`config.mk`:
```
export PLATFORM = sky130hd
export DESIGN_NAME = tsfs_res_fifo
export DESIGN_NICKNAME = d
export VERILOG_FILES = /design/src/sv/tsfs_pkg.sv /design/src/sv/tsfs_res_fifo.sv
export SDC_FILE = /design/constraint.sdc
export NUM_CORES = 1
export LEC_CHECK = 0
export BUFFER_PORTS_ARGS = -buffer_cell sky130_fd_sc_hd__buf_4
export CAP_MARGIN = 20
export CORE_MARGIN = 3
export CORE_UTILIZATION = 50
export DETAILED_ROUTE_END_ITERATION = 10
export PLACE_DENSITY = 0.71
export SYNTH_ARGS = -nofsm -noshare
export SYNTH_HDL_FRONTEND = slang
export SYNTH_SLANG_ARGS = --single-unit
export TNS_END_PERCENT = 20
```
`constraint.sdc`:
```
create_clock -name clk_i -period 2.8 [get_ports clk_i]
set_input_delay 0.28 -clock clk_i [delete_from_list [all_inputs] [get_ports clk_i]]
set_output_delay 0.28 -clock clk_i [all_outputs]
set_load 0.005 [all_outputs]
```
`src/sv/tsfs_pkg.sv`:
```
// Shared types, constants and helpers of the transport stream frame sync detector.
// Used by every module of the block; depends on nothing else.

package tsfs_pkg;

  // Default frame geometry.
  localparam int unsigned PACKET_BYTES_DEF      = 204;
  localparam int unsigned PACKETS_PER_FRAME_DEF = 8;

  // Fixed field widths.
  localparam int unsigned IDX_W   = 11;
  localparam int unsigned SHIFT_W = 3;
  localparam int unsigned ERR_W   = 7;
  localparam int unsigned LANES   = 2 ** SHIFT_W;

  // Sync byte patterns and the polarity flip mask.
  localparam logic [7:0] SYNC_FIRST = 8'hB8;
  localparam logic [7:0] SYNC_REST  = 8'h47;
  localparam logic [7:0] INV_MASK   = 8'hFF;

  localparam logic [ERR_W-1:0] MAX_ERR_RESET = 7'd8;

  // Register index decoded from the configuration address.
  localparam logic REG_MAX_SYNC_ERRORS = 1'b0;

  typedef enum logic {
    OP_PUSH = 1'b0,
    OP_READ = 1'b1
  } op_e;

  // Command handed from the front end to the back end.
  typedef struct packed {
    op_e                op;
    logic               in_range;
    logic [7:0]         data_byte;
    logic [IDX_W-1:0]   read_index;
    logic [SHIFT_W-1:0] read_shift;
    logic               read_inverted;
  } cmd_t;

  // One result transaction.
  typedef struct packed {
    logic               is_read_data;
    logic [SHIFT_W-1:0] bit_shift;
    logic               inverted;
    logic [7:0]         frame_byte;
    logic               last;
  } res_t;

  // Number of set bits in a byte.
  function automatic logic [3:0] bit_count8(input logic [7:0] v);
    logic [3:0] n;
    n = '0;
    for (int k = 0; k < 8; k++) begin
      n = n + {3'b000, v[k]};
    end
    return n;
  endfunction

endpackage

```
`src/sv/tsfs_res_fifo.sv`:
```
// Result queue of the frame sync detector: a four-entry register queue that
// separates the back end from the result receiver. Depends on tsfs_pkg.

module tsfs_res_fifo import tsfs_pkg::*; (
  input  logic clk_i,
  input  logic rst_ni,
  input  logic write_i,
  input  res_t data_i,
  output logic full_o,
  output logic empty_o,
  input  logic pop_i,
  output res_t data_o
);

  localparam int unsigned Depth = 4;
  localparam int unsigned PtrW  = $clog2(Depth);
  localparam int unsigned CntW  = $clog2(Depth + 1);

  res_t            entry_q [Depth];
  logic [PtrW-1:0] wr_ptr_q, rd_ptr_q;
  logic [CntW-1:0] cnt_q;
  logic            wr_en, rd_en;

  assign full_o  = (cnt_q == CntW'(Depth));
  assign empty_o = (cnt_q == '0);
  assign data_o  = entry_q[rd_ptr_q];
  assign wr_en   = write_i && !full_o;
  assign rd_en   = pop_i && !empty_o;

  // Pointers and occupancy.
  always_ff @(posedge clk_i or negedge rst_ni) begin
    if (!rst_ni) begin
      wr_ptr_q <= '0;
      rd_ptr_q <= '0;
      cnt_q    <= '0;
    end else begin
      if (wr_en) begin
        wr_ptr_q <= wr_ptr_q + PtrW'(1);
      end
      if (rd_en) begin
        rd_ptr_q <= rd_ptr_q + PtrW'(1);
      end
      cnt_q <= cnt_q + CntW'(wr_en) - CntW'(rd_en);
    end
  end

  // Entry storage.
  always_ff @(posedge clk_i) begin
    if (wr_en) begin
      entry_q[wr_ptr_q] <= data_i;
    end
  end

endmodule

```
==> Word level (Yosys, flattened, before mapping) <==
Memory sizes are Yosys's and may differ from the RTL's.
Index checks and enable logic that the tools add are counted.
{ "word_totals": {"wordCells": 16, "memories": 1, "rom_bits": 0, "in_bits": 18, "register_bits": 7, "out_inout_bits": 16, "ram_bits": 56, "latch_bits": 0} }
{ "mem_list": {"columns": ["name", "depth", "width", "read_ports", "rd_clocked_by_memory_dff", "write_ports", "line", "text"], "rows": [
  ["entry_q", 4, 14, 1, 0, 1, "tsfs_res_fifo.sv:19", "res_t entry_q [Depth];"]
]} }
{ "classes": {"mul": 0, "div": 0, "reduce_logical": 5, "n_eq_ne": 1, "order_cmp": 0, "addsub": 4, "n_shift": 0, "muxes": 2, "bitwise_logic": 0} }
{ "op_table": {"columns": ["op", "n"], "rows": [
  ["2-bit by 1-bit adder with 2-bit output (second input constant)", 2],
  ["3-bit by 1-bit adder with 3-bit output", 1],
  ["3-bit equality test (second input constant)", 1],
  ["3-bit zero test", 1],
  ["3-bit by 1-bit subtractor with 3-bit output", 1],
  ["1-bit logical AND", 2],
  ["1-bit zero test", 2],
  ["1-bit 2-to-1 mux", 2]
]} }

==> Logic depth before layout (Yosys ltp) <==
{ "depth": {"word_depth": 5, "mapped_depth": 8, "depth_no_buf": 8} }

==> Least setup slack after synthesis <==
Ideal clock, no wire load.
{ "synth_timing": {"path_type": "register -> register", "start": "register cnt_q[1]", "end": "register cnt_q[2]", "path_slack_ns": 0.734, "required_time_ns": 2.677, "arrival_time_ns": 1.943, "setup_ns": 0.123, "n_path_buf": 0, "path_stages_with_launch": 9, "period_less_slack_ns": 2.066, "path_cell_list": "dfrtp_1 > o31ai_1 > inv_1 > ha_1 > inv_1 > ha_1 > fa_1 > xnor2_1 > xnor2_1"} }
{ "synth_via": {"word_cells_on_any_way": 8, "classes_between": "add/sub: 2; eq/ne: 1; reduce/logical: 5"} }
{ "synth_lines": {"columns": ["element", "line", "text"], "rows": [
  ["start, declared", "tsfs_res_fifo.sv:21", "logic [CntW-1:0] cnt_q;"],
  ["start signal, assigned", "tsfs_res_fifo.sv:43", "cnt_q <= cnt_q + CntW'(wr_en) - CntW'(rd_en);"],
  ["3-bit zero test", "tsfs_res_fifo.sv:25", "assign empty_o = (cnt_q == '0);"],
  ["1-bit zero test", "tsfs_res_fifo.sv:28", "assign rd_en = pop_i && !empty_o;"],
  ["1-bit logical AND", "tsfs_res_fifo.sv:28", null],
  ["named net rd_en", "tsfs_res_fifo.sv:22", "logic wr_en, rd_en;"],
  ["3-bit by 1-bit subtractor with 3-bit output", "tsfs_res_fifo.sv:43", null]
]} }
The timed path passes the listed nets, and every way through them passes these cells.
A chain may end at the register's enable or synchronous reset.

==> Final worst setup path <==
{ "layout_timing": {"start": "register cnt_q[0]", "end": "register cnt_q[2]"} }
The elaborated chain is that of the path after synthesis.

==> metrics <==
outcome finished clean; Fin Hold WS 143 ps; Filler Cells Inserted 367; I/O Pins 34; WP data required 3060 ps; Final Instance Area 3030 um2; DP Worst Slack 555 ps; met2 WL 2140 um; Antenna Violating Nets Remaining 0; register-to-register setup slack 540 ps; htree depth 3; relative slew slack 0.486; core area 4820 um2; Pwr per Cell Area 1010 nW/um2; vias 1226; layout cells sized above 1 0.350; drt via density 5.33; Max Clock Freq 442 MHz; WL met1 1630 um; Final Wtd Congestion 0.816; drc violations 0; clock latency on the worst-skew pair 330 ps; Setup TNS Final 0 ps; reg2reg path depth 8; crit end category register; WHS Endpoint entry_q[0][11]; hold path start data_i[11]; Total GRT Usage 0.153; drt wl/cell 17.6 um; hpwl dp 2650 um; uppermost routed layer met4; CTS max path bufs 2; post-synth cell types 20; Yosys warnings 0; initial antenna violation count 0; area occupied by multi-input gates 609 um2; syn nets 139; cell row count 25; Max Cap Violations 0; Hold Crit Class in -> reg; Clock Sinks 63; Crit Path Class reg -> reg; CTS Buf Count 9; Ant. Diodes 0; TritonRoute pass-1 iters 4; r2r startpoint cnt_q[0]; Area growth, synth to finish 19.8%; period utilization 0.808; Die Y-Extent 77.1 um; First DRT Iteration DRCs 61; Pleak 1.12 nW; PnR worst setup slack 538 ps; clk root buf clkbuf_8; Critical Path Start Type register; Congestion Overflow GR 0; clock-pin transition on the worst setup and hold timing paths 70 ps; Least-Margin Pin Slew 770 ps; syn avg cell area 22.1 um2; Chip Width 77.1 um; met3 WL post-DR 194 um; Slew Limit Fails 0; R2R Path End cnt_q[2]; Crit Path Max Fanout 7; Post-CTS Repair Setup Buffers 0; setup violators final 0; Cell Area, Synth 2520 um2; Final nets 183; CTS tree yes; Final Hold Fails 0; Port Buffers 33; post-synthesis register bit count 63; Crit path arrival time 2520 ps; RSZ-0062 raised after global routing no; largest net degree at the start of global routing 16; VDD IR max 746 uV; vias in the first global route 1324; Initial Util 0.524; drt total wl 4050 um; FF/Latch Area 1860 um2; hold path depth 1; Seq/Total Area, Yosys 0.735; crit path time final 2260 ps; Tot Pwr 3.06 mW; Clock Skews 5.60 ps; die area 5940 um2; cell count after synthesis 114; global-route wire length before repair 6530 um; placed cell area 2840 um2
-- cell type report --
| cell class | count | share of cell area |
|---|---|---|
| sequential | 63 | 0.614 |
| clock inverter | 5 | 0.0161 |
| multi-input combinational | 42 | 0.201 |
| clock buffer | 11 | 0.0434 |
| tap | 67 | 0.0277 |
| inverter | 6 | 0.00744 |
| timing repair buffer | 36 | 0.0902 |
-- where the power goes --
part	internal (mW)	switching [mW]	total (mW)
registers	1.26	0.168	1.43
clock network	0.404	0.325	0.729
logic	0.533	0.368	0.901
total	2.20	0.861	3.06
-- kinds of logic after synthesis --
family	share of synthesized area
AO/OA/AOI/OAI	0.0124
XOR/XNOR	0.0139
adder cells (fa/ha/maj)	0.0377
buffers and inverters	0.0233
flip-flops	0.735
multiplexers	0.134
AND/OR/NAND/NOR	0.0436
-- stage by stage --
| stage | cells | utilization |
|---|---|---|
| floorplan | 114 | - |
| global placement | 213 | 0.589 |
| detailed placement | 213 | 0.589 |
| CTS | 230 | 0.628 |
| global route | 230 | 0.628 |
| finish | 230 | 0.628 |
-- cell usage in the layout (no fill, tap or decap) --
cell type and count:
ha_1 6, nor3b_4 1, and3b_1 4, nor3_1 1
nand2b_1 4, clkbuf_8 9, o311ai_0 1, edfxtp_1 56
clkinv_1 1, xnor2_1 4, dfrtp_1 7, dlygate4sd3_1 1
inv_1 6, nand4bb_1 2, o31ai_1 1, nand2_1 1
mux4_2 8, clkinv_2 3, mux4_1 6, bufinv_16 1
fa_1 1, buf_4 35, o211ai_1 2, clkbuf_1 2
-- sequential cells by signal, indices dropped and copies added, names as in the netlist --
| register | flops |
|---|---|
| rd_ptr_q | 2 |
| entry_q | 56 |
| wr_ptr_q | 2 |
| cnt_q | 3 |
-- cells in the mapped netlist --
master / n / area (um2)
edfxtp_1: 56 / 1680
mux4_2: 8 / 180
dfrtp_1: 7 / 175
ha_1: 6 / 75.1
inv_1: 6 / 22.5
mux4_1: 6 / 158
and3b_1: 4 / 35.0
nand2b_1: 4 / 25.0
xnor2_1: 4 / 35.0
nand4bb_1: 2 / 22.5
o211ai_1: 2 / 15.0
buf_12: 1 / 20.0
buf_2: 1 / 5.00
buf_6: 1 / 11.3
fa_1: 1 / 20.0
nand2_1: 1 / 3.75
nor3_1: 1 / 5.00
nor3b_4: 1 / 18.8
o311ai_0: 1 / 8.76
o31ai_1: 1 / 7.51
-- worst max-delay path by stage --
stage	start	cells after the start	end	slack [ps]
final	cnt_q[0]	8	cnt_q[2]	540
after global routing	cnt_q[1]	8	cnt_q[2]	410
after CTS	cnt_q[1]	8	cnt_q[2]	540
after detailed placement	cnt_q[1]	8	cnt_q[2]	550
after global placement	cnt_q[1]	8	cnt_q[2]	690
after floorplan	cnt_q[1]	8	cnt_q[2]	730
-- routing by layer --
metal  up-vias  track usage
li1        556            -
met1       629        0.171
met2        33        0.254
met3         8       0.0540
met4         0       0.0907
met5         -            0
-- worst max-delay path, cell delays in order (launching register included) --
cell	delay [ps]
dfrtp_1	470
o31ai_1	400
inv_1	80
ha_1	290
inv_1	40
ha_1	180
fa_1	380
xnor2_1	190
xnor2_1	140
-- timing repair --
item                      in CTS  in global routing
resized for setup              0                  0
hold buffers                   1                  0
hold endpoints to repair       7                  0
Note: power is estimated with default switching activity, not from simulation.
