**src/sv/tsfs_pkg.sv**
```systemverilog
// Shared types, constants and helpers of the transport stream frame sync detector.
// Used by every module of the block; depends on nothing else.

package tsfs_pkg;

  // Default frame geometry.
  localparam int unsigned PACKET_BYTES_DEF      = 204;
  localparam int unsigned PACKETS_PER_FRAME_DEF = 8;

  // Fixed field widths.
  localparam int unsigned IDX_W   = 11;
  localparam int unsigned SHIFT_W = 3;
  localparam int unsigned ERR_W   = 7;
  localparam int unsigned LANES   = 2 ** SHIFT_W;

  // Sync byte patterns and the polarity flip mask.
  localparam logic [7:0] SYNC_FIRST = 8'hB8;
  localparam logic [7:0] SYNC_REST  = 8'h47;
  localparam logic [7:0] INV_MASK   = 8'hFF;

  localparam logic [ERR_W-1:0] MAX_ERR_RESET = 7'd8;

  // Register index decoded from the configuration address.
  localparam logic REG_MAX_SYNC_ERRORS = 1'b0;

  typedef enum logic {
    OP_PUSH = 1'b0,
    OP_READ = 1'b1
  } op_e;

  // Command handed from the front end to the back end.
  typedef struct packed {
    op_e                op;
    logic               in_range;
    logic [7:0]         data_byte;
    logic [IDX_W-1:0]   read_index;
    logic [SHIFT_W-1:0] read_shift;
    logic               read_inverted;
  } cmd_t;

  // One result transaction.
  typedef struct packed {
    logic               is_read_data;
    logic [SHIFT_W-1:0] bit_shift;
    logic               inverted;
    logic [7:0]         frame_byte;
    logic               last;
  } res_t;

  // Number of set bits in a byte.
  function automatic logic [3:0] bit_count8(input logic [7:0] v);
    logic [3:0] n;
    n = '0;
    for (int k = 0; k < 8; k++) begin
      n = n + {3'b000, v[k]};
    end
    return n;
  endfunction

endpackage

```
**src/sv/tsfs_back.sv**
```systemverilog
// Back end of the frame sync detector: issues window reads, scores all eight bit
// offsets in parallel lanes and emits notices and read answers. Depends on tsfs_pkg.

module tsfs_back import tsfs_pkg::*; #(
  parameter int unsigned PACKET_BYTES      = PACKET_BYTES_DEF,
  parameter int unsigned PACKETS_PER_FRAME = PACKETS_PER_FRAME_DEF,
  localparam int unsigned PosW = $clog2(PACKET_BYTES * PACKETS_PER_FRAME + 1)
) (
  input  logic             clk_i,
  input  logic             rst_ni,
  input  logic [ERR_W-1:0] max_sync_errors_i,
  input  logic             cmd_valid_i,
  input  cmd_t             cmd_i,
  output logic             cmd_pop_o,
  output logic             win_wr_en_o,
  output logic [7:0]       win_wr_data_o,
  output logic             win_rd_en_o,
  output logic [PosW-1:0]  win_rd_pos_a_o,
  output logic [PosW-1:0]  win_rd_pos_b_o,
  input  logic [7:0]       win_rd_data_a_i,
  input  logic [7:0]       win_rd_data_b_i,
  input  logic             res_full_i,
  output logic             res_write_o,
  output res_t             res_o
);

  localparam int unsigned CntW    = (PACKETS_PER_FRAME > 1) ? $clog2(PACKETS_PER_FRAME) : 1;
  localparam logic [CntW-1:0] LastCnt = CntW'(PACKETS_PER_FRAME - 1);
  localparam logic        OnePacket = (PACKETS_PER_FRAME == 1);

  // Tag that travels with each window read.
  typedef struct packed {
    logic               is_read;
    logic               first;
    logic               last_pkt;
    logic               in_range;
    logic [SHIFT_W-1:0] shift;
    logic               inv;
  } tag_t;

  logic             iss_busy_q, iss_busy_d;
  logic [CntW-1:0]  iss_cnt_q, iss_cnt_d;
  logic [PosW-1:0]  iss_pos_q, iss_pos_d;
  logic [PosW-1:0]  cmd_pos;
  tag_t             tag_q, tag_d;
  logic             tag_vld_q, tag_vld_d;
  logic             stall, d_take;

  logic [ERR_W-1:0] acc_n_q [LANES];
  logic [ERR_W-1:0] acc_i_q [LANES];
  logic [ERR_W-1:0] acc_n_new [LANES];
  logic [ERR_W-1:0] acc_i_new [LANES];
  logic [LANES-1:0] hit_mask, hit_inv;
  logic [15:0]      pair;
  logic [15:0]      pair_shl;
  logic [7:0]       want;

  logic [LANES-1:0]   em_mask_q, em_mask_d;
  logic [LANES-1:0]   em_inv_q, em_inv_d;
  logic               em_busy, em_one, em_emit, em_can_load, res_space;
  logic [SHIFT_W-1:0] em_sel;
  logic               em_found;
  logic               load_mask;
  logic               read_out;

  assign cmd_pos = PosW'(32'(cmd_i.read_index));

  // Issue stage: one window read pair per cycle unless the data stage stalls, a push takes one per packet.
  always_comb begin
    cmd_pop_o      = 1'b0;
    win_wr_en_o    = 1'b0;
    win_wr_data_o  = cmd_i.data_byte;
    win_rd_en_o    = 1'b0;
    win_rd_pos_a_o = '0;
    win_rd_pos_b_o = '0;
    iss_busy_d     = iss_busy_q;
    iss_cnt_d      = iss_cnt_q;
    iss_pos_d      = iss_pos_q;
    tag_d          = tag_q;
    tag_vld_d      = tag_vld_q;
    if (!stall) begin
      tag_d     = '0;
      tag_vld_d = 1'b0;
      if (iss_busy_q) begin
        win_rd_en_o    = 1'b1;
        win_rd_pos_a_o = iss_pos_q;
        win_rd_pos_b_o = iss_pos_q + PosW'(1);
        tag_vld_d      = 1'b1;
        tag_d.last_pkt = (iss_cnt_q == LastCnt);
        iss_cnt_d      = iss_cnt_q + CntW'(1);
        iss_pos_d      = iss_pos_q + PosW'(PACKET_BYTES);
        iss_busy_d     = (iss_cnt_q != LastCnt);
      end else if (cmd_valid_i) begin
        cmd_pop_o   = 1'b1;
        win_rd_en_o = 1'b1;
        tag_vld_d   = 1'b1;
        if (cmd_i.op == OP_READ) begin
          win_rd_pos_a_o = cmd_pos;
          win_rd_pos_b_o = cmd_pos + PosW'(1);
          tag_d.is_read  = 1'b1;
          tag_d.in_range = cmd_i.in_range;
          tag_d.shift    = cmd_i.read_shift;
          tag_d.inv      = cmd_i.read_inverted;
        end else begin
          win_wr_en_o    = 1'b1;
          win_rd_pos_a_o = '0;
          win_rd_pos_b_o = PosW'(1);
          tag_d.first    = 1'b1;
          tag_d.last_pkt = OnePacket;
          iss_busy_d     = !OnePacket;
          iss_cnt_d      = CntW'(1);
          iss_pos_d      = PosW'(PACKET_BYTES);
        end
      end
    end
  end

  // Scoring lanes: error counts of each bit offset against both polarities.
  assign pair = {win_rd_data_a_i, win_rd_data_b_i};
  assign want = tag_q.first ? SYNC_FIRST : SYNC_REST;

  always_comb begin
    for (int s = 0; s < LANES; s++) begin
      acc_n_new[s] = (tag_q.first ? '0 : acc_n_q[s])
                     + ERR_W'(bit_count8(pair[15-s -: 8] ^ want));
      acc_i_new[s] = (tag_q.first ? '0 : acc_i_q[s])
                     + ERR_W'(bit_count8(pair[15-s -: 8] ^ want ^ INV_MASK));
      hit_mask[s]  = (acc_n_new[s] <= max_sync_errors_i) ||
                     (acc_i_new[s] <= max_sync_errors_i);
      hit_inv[s]   = (acc_n_new[s] > max_sync_errors_i);
    end
  end

  // Notice emitter: lowest pending offset first.
  assign res_space   = !res_full_i;
  assign em_busy     = (em_mask_q != '0);
  assign em_one      = em_busy && ((em_mask_q & (em_mask_q - LANES'(1))) == '0);
  assign em_emit     = em_busy && res_space;
  assign em_can_load = !em_busy || (em_one && res_space);

  always_comb begin
    em_sel   = '0;
    em_found = 1'b0;
    for (int i = 0; i < LANES; i++) begin
      if (!em_found && em_mask_q[i]) begin
        em_sel   = SHIFT_W'(i);
        em_found = 1'b1;
      end
    end
  end

  // Data stage acceptance; a read answer waits until earlier notices are out.
  always_comb begin
    if (tag_q.is_read) begin
      d_take = !em_busy && res_space;
    end else begin
      d_take = !tag_q.last_pkt || em_can_load;
    end
  end

  assign stall     = tag_vld_q && !d_take;
  assign load_mask = tag_vld_q && !tag_q.is_read && tag_q.last_pkt && d_take;
  assign read_out  = tag_vld_q && tag_q.is_read && d_take;

  always_comb begin
    em_mask_d = em_mask_q;
    em_inv_d  = em_inv_q;
    if (em_emit) begin
      em_mask_d[em_sel] = 1'b0;
    end
    if (load_mask) begin
      em_mask_d = hit_mask;
      em_inv_d  = hit_inv;
    end
  end

  // Result transaction assembly.
  assign pair_shl = pair << tag_q.shift;

  always_comb begin
    res_o       = '0;
    res_write_o = em_emit || read_out;
    if (em_emit) begin
      res_o.bit_shift = em_sel;
      res_o.inverted  = em_inv_q[em_sel];
      res_o.last      = em_one;
    end else begin
      res_o.is_read_data = 1'b1;
      res_o.bit_shift    = tag_q.shift;
      res_o.inverted     = tag_q.inv;
      res_o.last         = 1'b1;
      if (tag_q.in_range) begin
        res_o.frame_byte = tag_q.inv ? (pair_shl[15:8] ^ INV_MASK) : pair_shl[15:8];
      end
    end
  end

  // Control registers.
  always_ff @(posedge clk_i or negedge rst_ni) begin
    if (!rst_ni) begin
      iss_busy_q <= 1'b0;
      iss_cnt_q  <= '0;
      iss_pos_q  <= '0;
      tag_vld_q  <= 1'b0;
      em_mask_q  <= '0;
      em_inv_q   <= '0;
    end else begin
      iss_busy_q <= iss_busy_d;
      iss_cnt_q  <= iss_cnt_d;
      iss_pos_q  <= iss_pos_d;
      tag_vld_q  <= tag_vld_d;
      em_mask_q  <= em_mask_d;
      em_inv_q   <= em_inv_d;
    end
  end

  // Tag and running error counts.
  always_ff @(posedge clk_i) begin
    tag_q <= tag_d;
    if (tag_vld_q && !tag_q.is_read && d_take) begin
      for (int s = 0; s < LANES; s++) begin
        acc_n_q[s] <= acc_n_new[s];
        acc_i_q[s] <= acc_i_new[s];
      end
    end
  end

endmodule

```
**config.mk**
```make
export PLATFORM = sky130hd
export DESIGN_NAME = tsfs_back
export DESIGN_NICKNAME = d
export VERILOG_FILES = /design/src/sv/tsfs_pkg.sv /design/src/sv/tsfs_back.sv
export SDC_FILE = /design/constraint.sdc
export NUM_CORES = 1
export LEC_CHECK = 0
export BUFFER_PORTS_ARGS = -buffer_cell sky130_fd_sc_hd__buf_2
export CAP_MARGIN = 15
export CORE_MARGIN = 2
export CORE_UTILIZATION = 40
export DETAILED_ROUTE_END_ITERATION = 10
export SLEW_MARGIN = 20
export SYNTH_ARGS = -nofsm -noshare
export SYNTH_HDL_FRONTEND = slang
export SYNTH_SLANG_ARGS = --single-unit
```
**constraint.sdc**
```tcl
create_clock -name clk_i -period 11.8 [get_ports clk_i]
set_clock_uncertainty 0.05 [all_clocks]
set_input_delay 0 -clock clk_i [delete_from_list [all_inputs] [get_ports clk_i]]
set_output_delay 0 -clock clk_i [all_outputs]
set_load 0.05 [all_outputs]
```
Yosys cells after proc, flatten, opt, wreduce, memory -nomap -nowiden
Memory sizes are Yosys's and may differ from the RTL's. Cells that the tools add are included.

Register bits after elaboration: 40. Bits in latches: 0. Bits in writable memories: 112. ROM bits: 0. Bits of input ports: 52. Logic and storage cells: 324. Memories kept: 2.

Add/sub/neg operators: 133. $mul: 0. Divide/modulo/power cells: 0. Magnitude comparators: 26. Equal/unequal tests: 3. Shift-type cells: 1. Multiplexer cells: 75. Bitwise logic cells: 23. Reduce and logical (&&, ||, !) cells: 49.

Memories: acc_i_q (words 8, width 7, read ports 8, clocked after Yosys merged registers in 0, wr ports 8, RTL line tsfs_back.sv:50) `logic [ERR_W-1:0] acc_i_q [LANES];`; acc_n_q (words 8, width 7, read ports 8, clocked after Yosys merged registers in 0, wr ports 8, RTL line tsfs_back.sv:49) `logic [ERR_W-1:0] acc_n_q [LANES];`.

Operators by type and width (count): adder 4 x 1 -> 4 bit (64); 2-to-1 mux 11 bit (11); adder 7 x 4 -> 7 bit (16); <= comparator 7 bit (16); 2-to-1 mux 7 bit (16); NOT 8 bit (10); adder 3 x 1 -> 4 bit (16); bitwise XOR 8 bit (8); greater-than comparator 7 bit (8); adder 2 x 1 -> 3 bit (16); 2-to-1 mux 8 bit (6); adder 1 x 1 -> 2 bit (16); 2-to-1 mux 1 bit (27); 2-to-1 mux 3 bit (9); adder 11 x 1 -> 11 bit (second input constant) (2); logical AND 1 bit (19); AND 8 bit (2); << shifter 16 x 3 -> 16 bit (1); logical NOT 1 bit (12); adder 11 x 8 -> 11 bit (second input constant) (1); logical OR 1 bit (11); logical NOT 8 bit (1); nonzero test 8 bit (1); subtractor 8 x 1 -> 8 bit (second input constant) (1); 17 further kinds (20).

Longest topological paths before layout
Depth in word-level cells: 30. Gate-level depth with buffers: 25.

Least setup slack after synthesis
No wires, ideal clock.

Path type: reg2reg. Start: register em_mask_q[1]. End: memory acc_i_q[0][0], enable pin. Arrival time: 6879 ps. Required time: 11130 ps. Path slack: 4251 ps. Cell stages (with the launch flop): 8. Path buffers: 1. Period minus slack after synthesis: 7549 ps. Path through: dfrtp_1 buf_6 nor4_4 o211a_1 a211oi_2 nor3_1 nor2_1 a21oi_1.

RTL lines: from (decl) (RTL line tsfs_back.sv:58) `logic [LANES-1:0] em_mask_q, em_mask_d;`; from (signal assigned) (RTL line tsfs_back.sv:212) `em_mask_q <= em_mask_d;`; to (decl) (RTL line tsfs_back.sv:50).

==> run metrics <==
CP Class flip-flop to flip-flop; RSZ-0062 raised after global routing false; list of most frequent post-synthesis cells ha_1, inv_1, edfxtp_1; Synth Flop Type edfxtp_1; clock root cell clkbuf_16; Die Y roughly 200 µm; DR pass1 iterations 5; Max-cap violations 0; hpwl dp approximately 25000 µm; first-pass GRT wire length 55610 µm; routed wire length per instance 16.71 µm; share of the synthesized area in the top cell type 0.2467; initial antenna violation count 0; cells after synthesis about 1500; Site Rows 69; Fmax 159.3 MHz; register area share after synthesis 0.2981; setup violators final 0; nets around 1900; Final Hold Fails 0; delay-heaviest family, CP adder cells; Slowest-stage cell, CP fa_1; synth warn 0; share of layout cells above drive strength 1 0.09968; Post-CTS Resized 0; Syn Std Cell Area about 15000 µm²; Yosys reg bits 150; Die Area ~38000 µm²; number of flops mapped to enable cells by yosys 120; clk buf depth 2; leading post-synthesis cells by cell area edfxtp_1, ha_1, fa_1, dfrtp_1, nor2b_1; type of origin of the critical path flip-flop; die width 195.1 µm; 1st-iter DRT viols 592; Worst Max-Slew Pin Slew 1.002 ns; worst path cell trace buf_4 > buf_4 > xnor2_1 > fa_1 > fa_1 > fa_1 > inv_1 > fa_1 > fa_1 > nor2b_1 > o21ai_0 > nand2b_1 > nand3_1 > xor2_1 > nor2_1 > ha_1 > o21a_1 > o22ai_1 > a21o_1 > a211oi_1 > o21ai_0; critical path fanouts, max 49; fin crit period 6.276 ns; GRT Residual Overflow 0; Hold WC Path Type input port to asynchronous set/reset pin; Mean Syn Cell Area roughly 9.9 µm²; Final period util 0.5319; Area growth, synth to finish 10.90%; vias in the first global route 10680; Req. time, crit path 12.04 ns; CP endpoint kind flip-flop; # port buffers about 80; Distinct cells, synth 65; CP dominant cell by count fa_1; H-tree depth 4; Yosys top cell by area edfxtp_1; Reg-to-Reg Start tag_q[6]$_SDFFCE_PP0N_; Core ar. 35740 µm²; data arrival time of the worst path 6.51 ns; gpl congestion 0.8016; Antenna Nets Post-Route 0; WP buf/inv 3; post-layout util 0.4532; Sum Neg Setup Slack 0 ns; top-count cell post-synth ha_1; Total Wirelength approximately 34000 µm; Global Route Usage Sum 0.1847; routed vias 10550; clock sink count 150; worst rel slew slack 0.3320; number of diodes 0; CTS tree done; delay of the slowest critical-path stage between 0.6 and 0.7 ns; status complete, no violations; syn_nets 1818; Num CTS Buffers 17; Slew Limit Fails 0; Via density roughly 5.2; number of remaining DRC errors 0; Clock Latency Late Sink 0.43 ns; Reg clk slew, reported paths about 0.070 ns; Post-synth ARST share 0.2000; CP startpoint tag_q[6]$_SDFFCE_PP0N_; FILL cells 3453; largest net degree at the start of global routing a little under 70; Initial Util 0.4086; I/O pins 100
==> worst paths after layout <==
kind	slack, ns	endpoint	cells after the start
setup / recovery	5.52	em_mask_q[7]$_DFFE_PN0P_	21
hold / removal	0.1	tag_vld_q$_DFFE_PN0N_	2
setup reg to reg	5.52	em_mask_q[7]$_DFFE_PN0P_	21
hold reg to reg	0.44	iss_cnt_q[0]$_DFFE_PN0P_	1
max in group asynchronous	11.14	em_inv_q[7]$_DFFE_PN0P_	2
min in group clk_i	0.31	tag_vld_q$_DFFE_PN0N_	4
==> flip-flops by register name, summed over array words and instances (netlist names) <==
signal and count:
acc_i_q 56, acc_n_q 56, iss_pos_q 9, em_inv_q 8, em_mask_q 8, tag_q 8, iss_cnt_q 3, iss_busy_q 1
tag_vld_q 1
==> metrics by stage <==
step           std cells  area, µm²  setup slack (ns)  hold slack, ns
5_1_grt             2026      16200             5.081          0.1527
2_1_floorplan       1475      14610             4.251         -0.3456
6_report            2026      16200             5.524         0.09837
4_1_cts             2026      16200             5.459          0.1066
3_3_place_gp        1977      15460             5.581        -0.04966
3_5_place_dp        1977      15460             5.510        -0.04966
==> repair_timing <==
action / 4_1_cts / 5_1_grt
hold buffers: 17 / 0
endpoints found under the setup margin: 0 / 0
buffers inserted: 0 / 0
endpoints found under the hold margin: 49 / 0
==> layer usage <==
metal	vias up	wire length, µm	global-route usage
li1	5272	-	-
met1	5052	16930	0.2633
met2	211	15440	0.3028
met3	16	1243	0.02487
met4	0	248	0.03280
met5	-	0	0
==> layout make-up <==
| type | instances | area, µm² | share of cell area |
|---|---|---|---|
| Sequential cell | 150 | 4354 | 0.2688 |
| Tap cell | 461 | 576.8 | 0.03561 |
| Clock inverter | 15 | 142.6 | 0.008806 |
| Timing Repair Buffer | 116 | 708.2 | 0.04372 |
| Inverter | 151 | 566.8 | 0.03499 |
| Clock buffer | 17 | 425.4 | 0.02626 |
| Multi-Input combinational cell | 1116 | 9423 | 0.5818 |
==> cell usage in the layout, fill, tap and decap left out, types with 9 or more instances in the layout <==
| cell | n |
|---|---|
| o21ai_0 | 71 |
| edfxtp_1 | 120 |
| buf_4 | 17 |
| a211oi_1 | 16 |
| dlygate4sd3_1 | 17 |
| ha_1 | 225 |
| nand2_1 | 76 |
| inv_1 | 151 |
| xnor2_1 | 65 |
| nand4_1 | 16 |
| nor2_1 | 112 |
| a21oi_1 | 43 |
| o21bai_1 | 9 |
| clkbuf_16 | 17 |
| fa_1 | 66 |
| mux2i_1 | 23 |
| xor2_1 | 62 |
| nor2b_1 | 104 |
| a21boi_0 | 10 |
| nand3_1 | 35 |
| o21a_1 | 24 |
| a21o_1 | 14 |
| dfrtp_1 | 30 |
| nor3_1 | 11 |
| buf_2 | 82 |
| nand2b_1 | 32 |
==> cell families (layout without fill, tap and decap cells) <==
kind of cell | count (synthesis) | count (layout) | synth area share
AOI/OAI and AO/OA | 247 | 247 | 0.1102
buffers and inverters | 209 | 299 | 0.05748
DFF | 150 | 150 | 0.2981
adders and majority gates | 292 | 292 | 0.2839
muxes | 32 | 32 | 0.02887
and+or+nand+nor | 418 | 418 | 0.1453
xor gates and xnor gates | 127 | 127 | 0.07616
Power is not shown: default switching activity piles up to over one toggle a cycle in this logic, so the estimate is an artifact.
