File: config.mk
export PLATFORM = sky130hd
export DESIGN_NAME = tsfs_front
export DESIGN_NICKNAME = d
export VERILOG_FILES = /design/src/sv/tsfs_pkg.sv /design/src/sv/tsfs_front.sv
export SDC_FILE = /design/constraint.sdc
export NUM_CORES = 1
export LEC_CHECK = 0
export BUFFER_PORTS_ARGS = -buffer_cell sky130_fd_sc_hd__buf_2
export CORE_ASPECT_RATIO = 0.75
export CORE_MARGIN = 2
export CORE_UTILIZATION = 51
export CTS_CLUSTER_SIZE = 14
export DETAILED_ROUTE_END_ITERATION = 12
export MAX_ROUTING_LAYER = met4
export PLACE_DENSITY = 0.81
export SYNTH_ARGS = -nofsm -noshare
export SYNTH_HDL_FRONTEND = slang
export SYNTH_SLANG_ARGS = --single-unit
File: constraint.sdc
create_clock -name clk_i -period 2.25 [get_ports clk_i]
set_input_delay 0.225 -clock clk_i [delete_from_list [all_inputs] [get_ports clk_i]]
set_output_delay 0.225 -clock clk_i [all_outputs]
set_load 0.02 [all_outputs]
File: src/sv/tsfs_pkg.sv
// Shared types, constants and helpers of the transport stream frame sync detector.
// Used by every module of the block; depends on nothing else.

package tsfs_pkg;

  // Default frame geometry.
  localparam int unsigned PACKET_BYTES_DEF      = 204;
  localparam int unsigned PACKETS_PER_FRAME_DEF = 8;

  // Fixed field widths.
  localparam int unsigned IDX_W   = 11;
  localparam int unsigned SHIFT_W = 3;
  localparam int unsigned ERR_W   = 7;
  localparam int unsigned LANES   = 2 ** SHIFT_W;

  // Sync byte patterns and the polarity flip mask.
  localparam logic [7:0] SYNC_FIRST = 8'hB8;
  localparam logic [7:0] SYNC_REST  = 8'h47;
  localparam logic [7:0] INV_MASK   = 8'hFF;

  localparam logic [ERR_W-1:0] MAX_ERR_RESET = 7'd8;

  // Register index decoded from the configuration address.
  localparam logic REG_MAX_SYNC_ERRORS = 1'b0;

  typedef enum logic {
    OP_PUSH = 1'b0,
    OP_READ = 1'b1
  } op_e;

  // Command handed from the front end to the back end.
  typedef struct packed {
    op_e                op;
    logic               in_range;
    logic [7:0]         data_byte;
    logic [IDX_W-1:0]   read_index;
    logic [SHIFT_W-1:0] read_shift;
    logic               read_inverted;
  } cmd_t;

  // One result transaction.
  typedef struct packed {
    logic               is_read_data;
    logic [SHIFT_W-1:0] bit_shift;
    logic               inverted;
    logic [7:0]         frame_byte;
    logic               last;
  } res_t;

  // Number of set bits in a byte.
  function automatic logic [3:0] bit_count8(input logic [7:0] v);
    logic [3:0] n;
    n = '0;
    for (int k = 0; k < 8; k++) begin
      n = n + {3'b000, v[k]};
    end
    return n;
  endfunction

endpackage

File: src/sv/tsfs_front.sv
// Front end of the frame sync detector: accepts input transactions, classifies them
// and queues commands for the back end. Depends on tsfs_pkg.

module tsfs_front import tsfs_pkg::*; #(
  parameter int unsigned PACKET_BYTES      = PACKET_BYTES_DEF,
  parameter int unsigned PACKETS_PER_FRAME = PACKETS_PER_FRAME_DEF
) (
  input  logic               clk_i,
  input  logic               rst_ni,
  input  logic               in_push_i,
  output logic               in_full_o,
  input  logic               operation_i,
  input  logic [7:0]         data_byte_i,
  input  logic [IDX_W-1:0]   read_index_i,
  input  logic [SHIFT_W-1:0] read_shift_i,
  input  logic               read_inverted_i,
  output logic               cmd_valid_o,
  output cmd_t               cmd_o,
  input  logic               cmd_pop_i
);

  localparam int unsigned FrameBytes = PACKET_BYTES * PACKETS_PER_FRAME;
  localparam int unsigned QDepth     = 2;
  localparam int unsigned PtrW       = $clog2(QDepth);
  localparam int unsigned CntW       = $clog2(QDepth + 1);

  cmd_t            cmd_in;
  cmd_t            queue_q [QDepth];
  logic [PtrW-1:0] wr_ptr_q, wr_ptr_d;
  logic [PtrW-1:0] rd_ptr_q, rd_ptr_d;
  logic [CntW-1:0] cnt_q, cnt_d;
  logic            wr_en, rd_en;

  // Classify the incoming transaction.
  always_comb begin
    cmd_in               = '0;
    cmd_in.op            = op_e'(operation_i);
    cmd_in.in_range      = (32'(read_index_i) < FrameBytes);
    cmd_in.data_byte     = data_byte_i;
    cmd_in.read_index    = read_index_i;
    cmd_in.read_shift    = read_shift_i;
    cmd_in.read_inverted = read_inverted_i;
  end

  // Queue control.
  assign in_full_o   = (cnt_q == CntW'(QDepth));
  assign cmd_valid_o = (cnt_q != '0);
  assign cmd_o       = queue_q[rd_ptr_q];
  assign wr_en       = in_push_i && !in_full_o;
  assign rd_en       = cmd_pop_i && cmd_valid_o;

  always_comb begin
    wr_ptr_d = wr_en ? wr_ptr_q + PtrW'(1) : wr_ptr_q;
    rd_ptr_d = rd_en ? rd_ptr_q + PtrW'(1) : rd_ptr_q;
    cnt_d    = cnt_q + CntW'(wr_en) - CntW'(rd_en);
  end

  always_ff @(posedge clk_i or negedge rst_ni) begin
    if (!rst_ni) begin
      wr_ptr_q <= '0;
      rd_ptr_q <= '0;
      cnt_q    <= '0;
    end else begin
      wr_ptr_q <= wr_ptr_d;
      rd_ptr_q <= rd_ptr_d;
      cnt_q    <= cnt_d;
    end
  end

  // Command storage.
  always_ff @(posedge clk_i) begin
    if (wr_en) begin
      queue_q[wr_ptr_q] <= cmd_in;
    end
  end

endmodule

**After elaboration in Yosys (flattened, before gate mapping)**

Memories as Yosys holds them, arrays and structs flattened.
Cells that the tools add are included.

- Output and inout port bits: 27
- Memories kept: 1
- Memory bits (writable): 50
- Flip-flop bits (word level): 4
- Bits of input ports: 28
- Word-level logic and storage cells: 16

Memory list:

| memory | depth | width | read ports | clocked after memory_dff | write ports | line | source |
|---|---|---|---|---|---|---|---|
| queue_q | 2 | 25 | 1 | 0 | 1 | tsfs_front.sv:28 | `cmd_t queue_q [QDepth];` |

- Eq/ne operators: 1
- Reductions and logical operators: 4
- Order comparisons: 1
- Mux-type cells: 2
- $add $sub $neg: 4

Operators with widths:

| cell | count |
|---|---|
| $lt 11x11->1 const B | 1 |
| $add 1x1->1 const B | 2 |
| $add 2x1->2 | 1 |
| $eq 2x2->1 const B | 1 |
| $logic_and 1x1->1 | 2 |
| $mux 1 | 2 |
| $reduce_bool 2->1 | 1 |
| $sub 2x1->2 | 1 |
| $logic_not 1->1 | 1 |

**Longest topological paths before layout**

Gate-level depths: netlist of the first run.

- Depth in word-level cells: 5
- Mapped depth: 7
- Gate-level depth less buffers: 7

**Worst setup path before layout of the first run**

OpenSTA, ideal clock, no wires.

- Path type: register -> register
- Start: register cnt_q[1]
- End: memory queue_q[0][0] (netlist bit) (enable)
- Setup time: 0.407 ns
- Stages on the path, launching flop included: 4
- Clock period less this slack: 2.061 ns
- Arrival time: 1.655 ns
- Buffers on the path: 0
- Path slack: 0.189 ns
- Required time: 1.843 ns
- Cells stage by stage: dfrtp_1 -> nand2b_1 -> nand2_1 -> nor2_1

- Word-level cells in the longest chain between the ends: 5

Ends and longest elaborated chain:

| what | line | source |
|---|---|---|
| from (decl) | tsfs_front.sv:31 | `logic [CntW-1:0] cnt_q, cnt_d;` |
| from (signal assigned) | tsfs_front.sv:66 | `cnt_q <= cnt_d;` |
| $eq 2x2->1 | tsfs_front.sv:46 | `assign in_full_o = (cnt_q == CntW'(QDepth));` |
| $logic_not 1->1 | tsfs_front.sv:49 | `assign wr_en = in_push_i && !in_full_o;` |
| $logic_and 1x1->1 | tsfs_front.sv:49 |  |
| $mux 1 | tsfs_front.sv:72 | `if (wr_en) begin` |
| $mux 1 (implied by the code) | tsfs_front.sv:73 | `queue_q[wr_ptr_q] <= cmd_in;` |
| to (decl) | tsfs_front.sv:28 |  |

Every way passes these cells.

**Worst setup path after layout of the first run**

- Start: register cnt_q[1]
- End: register cnt_q[1]

- Elaborated cells between the ends (all ways): 7
- Those cells by class: 2 x add/sub; 1 x eq/ne; 4 x reduce/logical

RTL lines:

| what | line | source |
|---|---|---|
| $reduce_bool 2->1 | tsfs_front.sv:47 | `assign cmd_valid_o = (cnt_q != '0);` |
| $logic_and 1x1->1 | tsfs_front.sv:50 | `assign rd_en = cmd_pop_i && cmd_valid_o;` |
| net rd_en | tsfs_front.sv:32 | `logic wr_en, rd_en;` |
| $sub 2x1->2 | tsfs_front.sv:55 | `cnt_d = cnt_q + CntW'(wr_en) - CntW'(rd_en);` |
| net cnt_d[1] | tsfs_front.sv:31 |  |

The timed path passes the listed nets, and every way through them passes these cells.
A chain may end at the register's enable or synchronous reset.

==> qor.csv, run 1 <==
metric,value,unit
status,"finished, final reports clean",
synthesis.area,2100,sq um
leakage,1.05,nW
fin_worst_skew,0.00619,ns
cts-buffers-inserted,5,
endpoint_kind,register,
pin_count,55,
drtIter0Drc,57,
cts_tree,yes,
syn_area_per_cell,21.5,sq um
worstMarginPinSlew,0.227,ns
coreArea,4000,sq um
rows,20,
clock_path_buffers,2,
nFillCells,296,
cpPeakStageDelay,0.41,ns
cp_max_fo,3,
p_per_area,1310,nW/um^2
dpl_worst_slack,0.564,ns
grt_max_degree,17,
path_buf_inv,1,
crit_family,adder cells,
post-dp-hpwl,2.32,mm
fp.dieW,78.2,um
grt_overflow,0,
die_y,59.6,um
gp_congestion,0.671,
wl_per_cell,14.9,um
routed_wl,3.26,mm
synth-seq-area-share,76.1,%
fin_nets,193,
post_cts_buffers,0,
synthCells,98,
critPathKind,reg -> reg,
antenna_found_initial,0,
clkSinkCount,54,
setup_ws,0.551,ns
postCtsHoldBufs,1,
fin_cells,219,
cp_slowest_cell,dfrtp_1,
num_vias,1048,
path_clk_slew,0.09,ns
rsz0062_at_grt,no,
grt_usage,15.4,%
finalSetupViolCount,0,
dp_cells,210,
crit_required,2.47,ns
synth_nets,128,
yosysWarnings,0,
final_layout_size_suffix_gt1_share,53.7,%
total_power,0.00337,W
htreeDepth,2,
port_buffers,54,
slew_violations,0,
tns,0,ns
dieArea,4660,sq um
synth_seq_cells,54,
cp-start-kind,register,
drv_cap,0,
vias_per_cell,4.79,
area.growth.synth_to_final,22.5,%
dr.pass1.iters,4,
hp-class,in -> reg,
cts_root_buf,clkbuf_8,
hold_viol,0,
critical_path_arrival,1.92,ns
path_cells,"or2_1, and2_4, ha_1, inv_1, ha_1, xnor2_1, xnor2_1",
yosysUniqueCellTypes,17,
insertion_delay,0.29,ns
peakVddDrop,0.720,mV
ant_nets,0,
diodes,0,
fmax,588,MHz
fin_crit,1.70,ns
first_global_vias,1099,
cts-resized-gates,0,
start_util,52.6,%
grt_pass1_wl,5.17,mm
drc,0,
slew_headroom,84.9,%
post-route-period-util,75.5,%
## registers in the layout, summed over array words and instances, names as in the netlist
| register | flops |
|---|---|
| queue_q | 50 |
| cnt_q | 2 |
| rd_ptr_q | 1 |
| wr_ptr_q | 1 |
## routing by layer
metal	share of wire (%)	vias to the layer above	track usage, %
li1	-	502	-
met1	44	507	19.4
met2	50	39	25.2
met3	6.4	0	4.88
met4	0	0	2.76
met5	0	-	-
## where the power goes
group,internal (W),leakage (nW),switching [W]
clock,0.000332,0.0514,0.000289
combinational,0.000580,0.490,0.000720
sequential,0.00138,0.510,0.0000734
total,0.00229,1.05,0.00108
## final cells by class
class	instances	area, sq um	area share (%)
well taps	55	68.8	2.67
flip-flops and latches	54	1600	62.1
multi-input cells	39	464	18.0
inverters	2	7.51	0.291
clock inverters	2	37.5	1.46
repair buffers	61	325	12.6
clock buffers	6	72.6	2.82
## worst paths after layout
path	from	end	slack [ns]	cells after the start
worst max register to register	cnt_q[1]	cnt_q[1]	0.55	7
max in group asynchronous	rst_ni	rd_ptr_q	1.87	2
worst min register to register	cnt_q[1]	cnt_q[1]	0.51	1
worst min-delay path	data_byte_i[7]	queue_q[0][22]	0.12	1
worst max-delay path	cnt_q[1]	cnt_q[1]	0.55	7
min in group asynchronous	rst_ni	cnt_q[0]	0.26	2
## cell usage after synthesis
cell type | n | area, sq um
a211o_1 | 1 | 8.76
inv_1 | 2 | 7.51
dfrtp_1 | 4 | 100
nand2_1 | 1 | 3.75
mux2_4 | 19 | 285
mux2_1 | 6 | 67.6
edfxtp_1 | 50 | 1500
nand2b_1 | 1 | 6.26
and2_4 | 1 | 8.76
ha_1 | 2 | 25.0
and3_1 | 1 | 6.26
buf_6 | 3 | 33.8
or2_1 | 1 | 6.26
nand3_1 | 1 | 5.00
xnor2_1 | 3 | 26.3
xor2_1 | 1 | 8.76
nor2_1 | 1 | 3.75
## cells in the final DEF, fill, tap and decap left out, drive strengths merged
master,count
clkinvlp,1
dlygate4sd3,1
and3,1
ha,2
buf,60
nand3,1
dfrtp,4
clkbuf,6
xnor2,3
and2,1
nor2,1
a211o,1
inv,2
nand2,1
bufinv,1
or2,1
edfxtp,50
xor2,1
nand2b,1
mux2,25
## cell families (layout without fill, tap and decap cells)
family,count (synthesis),in the layout,share of synthesized area [%]
adder cells (fa/ha/maj),2,2,1.19
AO/OA/AOI/OAI,1,1,0.416
flip-flops,54,54,76.1
AND/OR/NAND/NOR,7,7,1.90
multiplexers,25,25,16.8
XOR/XNOR,4,4,1.66
buffers and inverters,5,71,1.96
## per-stage QoR
stage / cell area, sq um / util, % / hold WS [ns]
floorplan: 2100 / - / -0.0706
global placement: 2460 / 61.4 / 0.0320
detailed placement: 2460 / 61.4 / 0.0350
CTS: 2580 / 64.4 / 0.109
global route: 2580 / 64.4 / 0.105
finish: 2580 / 64.4 / 0.117
Power figures use the tool's default switching activity.
==> run 2: changes to the inputs <==
==> constraint.sdc (replaced) <==
create_clock -name clk_i -period 1.72 [get_ports clk_i]
set_input_delay 0.172 -clock clk_i [delete_from_list [all_inputs] [get_ports clk_i]]
set_output_delay 0.172 -clock clk_i [all_outputs]
set_load 0.02 [all_outputs]
==> qor.csv, run 2 (synthesized netlist as in run 1, its figures left out) <==
metric,value,unit
status,"finished, final reports clean",
cp_slowest_cell,dfrtp_1,
tns,0,ns
min_to,queue_q[1][7],
grt_max_degree,19,
post-route-period-util,95.6,%
total_power,0.00454,W
num_vias,1062,
slew_violations,0,
clock_path_buffers,2,
dpl_worst_slack,-0.0661,ns
coreArea,4000,sq um
setup_ws,0.0751,ns
port_buffers,54,
critical_path_arrival,1.84,ns
reg_top3,"queue_q: 50 flops, cnt_q: 2 flops",
reg2reg_to,cnt_q[1],
diodes,0,
cpPeakStageDelay,0.39,ns
mostFrequentLayoutCells,"buf_2 (54), edfxtp_1 (50), mux2_4 (19), buf_4 (10), mux2_1 (6)",
r2r_setup_slack,0.08,ns
drtIter0Drc,41,
slew_headroom,83.5,%
leakage,1.09,nW
dp_cells,210,
crit_required,1.92,ns
fin_crit,1.64,ns
post-dp-hpwl,2.29,mm
fmax,608,MHz
rsz0062_at_grt,yes,
ff_latch_area,1600,sq um
die_y,59.6,um
grt_usage,15.5,%
path_cells,"or2_1, and2_4, ha_4, inv_2, ha_4, xnor2_4, xnor2_2",
fin_cells,224,
antenna_found_initial,0,
first_global_vias,1066,
min-delay-start,read_index_i[3],
nFillCells,301,
gp_congestion,0.646,
start_util,52.6,%
cp_max_fo,2,
path_clk_slew,0.09,ns
wl_per_cell,14.3,um
hp-class,in -> reg,
routed_wl,3.21,mm
grt_overflow,0,
fin_nets,198,
drv_cap,0,
ant_nets,0,
peakVddDrop,1.17,mV
dr.pass1.iters,4,
insertion_delay,0.30,ns
fp.dieW,78.2,um
cts_root_buf,clkbuf_8,
final_common_cell,buf_2,
clkSinkCount,54,
cts-buffers-inserted,5,
cpMostUsedCell,ha_4,
htreeDepth,2,
hold_viol,0,
p_per_area,1710,nW/um^2
grt_pass1_wl,5.00,mm
final_layout_size_suffix_gt1_share,59.8,%
hold_depth,1,
cp-start-kind,register,
critPathKind,reg -> reg,
multi_input_area,526,sq um
pin_count,55,
largest_register_ff_count,50,
endpoint_kind,register,
largest_register,queue_q,
dieArea,4660,sq um
rows,20,
ff2ff_path_depth,7,
cts_tree,yes,
drc,0,
finalSetupViolCount,0,
utilization,66.4,%
timing.rr.start,cnt_q[1],
worstMarginPinSlew,0.247,ns
fin_worst_skew,0.00419,ns
area.growth.synth_to_final,26.4,%
vias_per_cell,4.74,
-- run 2: what timing repair did --
action / 4_1_cts / 5_1_grt
setup buffers: 3 / 2
gates resized for setup: 4 / 6
endpoints found under the hold margin: 4 / 0
endpoints found under the setup margin: 1 / 2
hold buffers: 1 / 0
pin swaps: 4 / 6
-- run 2: worst max-delay path by stage --
stage / to / depth (start not counted) / from / slack, ns
global route: cnt_q[1] / 7 / cnt_q[1] / 0.008
detailed placement: cnt_q[1] / 7 / cnt_q[1] / -0.07
CTS: cnt_q[1] / 7 / cnt_q[0] / 0.01
floorplan: cnt_q[1] / 7 / cnt_q[1] / 0.003
finish: cnt_q[1] / 7 / cnt_q[1] / 0.08
global placement: cnt_q[1] / 7 / cnt_q[1] / 0.11
-- run 2: per-stage QoR --
step	area (sq um)	hold WS, ns
6_report	2660	0.0500
5_1_grt	2660	0.0396
3_3_place_gp	2460	-0.0202
2_1_floorplan	2110	-0.124
4_1_cts	2610	0.0366
3_5_place_dp	2460	-0.0192
-- run 2: per-layer routing --
| metal | vias up | share of wire, % | track usage [%] |
|---|---|---|---|
| li1 | 512 | - | - |
| met1 | 502 | 43 | 17.9 |
| met2 | 42 | 49 | 25.5 |
| met3 | 6 | 6.8 | 4.88 |
| met4 | 0 | 1.4 | 6.77 |
| met5 | - | 0 | - |
-- run 2: layout make-up --
cell class              instances  share of cell area (%)
flip-flops and latches         54                    60.2
multi-input cells              39                    19.8
clock inverters                 3                   0.800
repair buffers                 66                    13.8
well taps                      55                    2.59
clock buffers                   5                    2.59
inverters                       2                   0.282
-- run 2: where the power goes --
group	switching (W)	internal (W)	total (W)
clock network	0.000390	0.000286	0.000676
logic	0.00103	0.000936	0.00197
registers	0.0000920	0.00180	0.00189
-- run 2: critical path: cells and delay by family (launching register included) --
kind / cells / cell delay, ns
AND/OR/NAND/NOR: 2 / 0.42
adder cells (fa/ha/maj): 2 / 0.42
XOR/XNOR: 2 / 0.26
flip-flops: 1 / 0.39
buffers and inverters: 1 / 0.04
==> run 3: changes to the inputs <==
--- a/config.mk
+++ b/config.mk
@@ -6,7 +6,7 @@
 export NUM_CORES = 1
 export LEC_CHECK = 0
 export BUFFER_PORTS_ARGS = -buffer_cell sky130_fd_sc_hd__buf_2
-export CORE_ASPECT_RATIO = 0.75
+export CORE_ASPECT_RATIO = 1.5
 export CORE_MARGIN = 2
 export CORE_UTILIZATION = 51
 export CTS_CLUSTER_SIZE = 14
==> qor.csv, run 3 (synthesized netlist as in run 1, its figures left out) <==
metric,value,unit
hp-class,in -> reg,
mostFrequentLayoutCells,"buf_2 (54), edfxtp_1 (50), mux2_4 (19), buf_4 (11), mux2_1 (6)",
die_y,82.7,um
fp.dieW,56.5,um
p_per_area,1700,nW/um^2
dpl_worst_slack,0.0110,ns
slew_violations,0,
largest_register,queue_q,
ff2ff_path_depth,7,
worstMarginPinSlew,0.263,ns
grt_max_degree,16,
final_layout_size_suffix_gt1_share,58.0,%
final_common_cell,buf_2,
vias_per_cell,5.02,
leakage,1.08,nW
start_util,53.2,%
peakVddDrop,1.20,mV
routed_wl,3.49,mm
status,"finished, final reports clean",
reg_top3,"queue_q: 50 flops, cnt_q: 2 flops",
port_buffers,54,
diodes,0,
area.growth.synth_to_final,24.3,%
rows,28,
fmax,606,MHz
dieArea,4670,sq um
fin_crit,1.65,ns
finalSetupViolCount,0,
reg2reg_to,cnt_q[1],
gp_congestion,0.659,
slew_headroom,82.5,%
min-delay-start,data_byte_i[0],
ff_latch_area,1600,sq um
placed_area,2440,sq um
cp-start-kind,register,
grt_pass1_wl,4.94,mm
total_power,0.00445,W
post-route-period-util,95.9,%
drc,0,
clock_path_buffers,2,
hold_viol,0,
drtIter0Drc,26,
largest_register_ff_count,50,
crit_required,1.93,ns
hold_depth,1,
cts_root_buf,clkbuf_8,
wl_per_cell,16.3,um
endpoint_kind,register,
cp_max_fo,3,
htreeDepth,2,
r2r_setup_slack,0.07,ns
stdcell_area,2620,sq um
first_global_vias,1084,
antenna_found_initial,0,
cts_tree,yes,
nFillCells,283,
grt_overflow,0,
cts-buffers-inserted,5,
path_clk_slew,0.09,ns
num_vias,1074,
critPathKind,reg -> reg,
fin_nets,198,
clkSinkCount,54,
coreArea,3960,sq um
min_to,queue_q[0][15],
critical_path_arrival,1.86,ns
setup_ws,0.0711,ns
grt_usage,15.3,%
dr.pass1.iters,4,
pin_count,55,
multi_input_area,507,sq um
insertion_delay,0.30,ns
drv_cap,0,
ant_nets,0,
timing.rr.start,cnt_q[0],
utilization,66.1,%
fin_worst_skew,0.00559,ns
-- run 3: per-layer routing --
layer | vias to the layer above | GRT usage, % | part of all wire (%)
li1 | 513 | - | -
met1 | 525 | 14.2 | 36
met2 | 30 | 27.4 | 56
met3 | 6 | 4.36 | 4.8
met4 | 0 | 9.76 | 2.2
met5 | - | - | 0
-- run 3: worst max-delay path by stage --
stage          startpoint  endpoint  slack [ns]
2_1_floorplan    cnt_q[1]  cnt_q[1]       0.003
3_3_place_gp     cnt_q[1]  cnt_q[1]        0.10
3_5_place_dp     cnt_q[1]  cnt_q[1]        0.01
4_1_cts          cnt_q[0]  cnt_q[1]        0.02
5_1_grt          cnt_q[0]  cnt_q[1]      -0.003
6_report         cnt_q[0]  cnt_q[1]        0.07
-- run 3: final cells by class --
cell class / count / share of cell area, %
well taps: 45 / 2.15
clock buffers: 6 / 2.77
multi-input cells: 39 / 19.4
repair buffers: 66 / 13.9
inverters: 2 / 0.287
clock inverters: 2 / 0.335
flip-flops and latches: 54 / 61.2
-- run 3: power breakdown --
part | switching (W) | internal (W) | leakage (nW)
clock network | 0.000362 | 0.000280 | 0.0426
registers | 0.0000988 | 0.00180 | 0.510
logic | 0.00103 | 0.000875 | 0.523
total | 0.00149 | 0.00296 | 1.08
-- run 3: stage by stage --
stage                     std cells   TNS, ns  hold WS [ns]
after CTS                       211         0        0.0483
after floorplan                  98         0        -0.124
after detailed placement        200         0       -0.0158
after global routing            214  -0.00285        0.0382
final                           214         0        0.0567
after global placement          200         0       -0.0230
-- run 3: critical path: stages (launching register included) --
cell and delay [ns]:
dfrtp_1 0.40, or2_1 0.26, and2_4 0.16, ha_4 0.25, inv_2 0.04, ha_4 0.15
xnor2_2 0.13, xnor2_1 0.18
-- run 3: what timing repair did --
item                                   in CTS  in global routing
setup endpoints to repair                   1                  1
endpoints found under the hold margin       4                  0
pin swaps                                   0                  5
setup buffers                               2                  3
gates resized for setup                     0                  7
cloned                                      0                  0
hold buffers                                1                  0
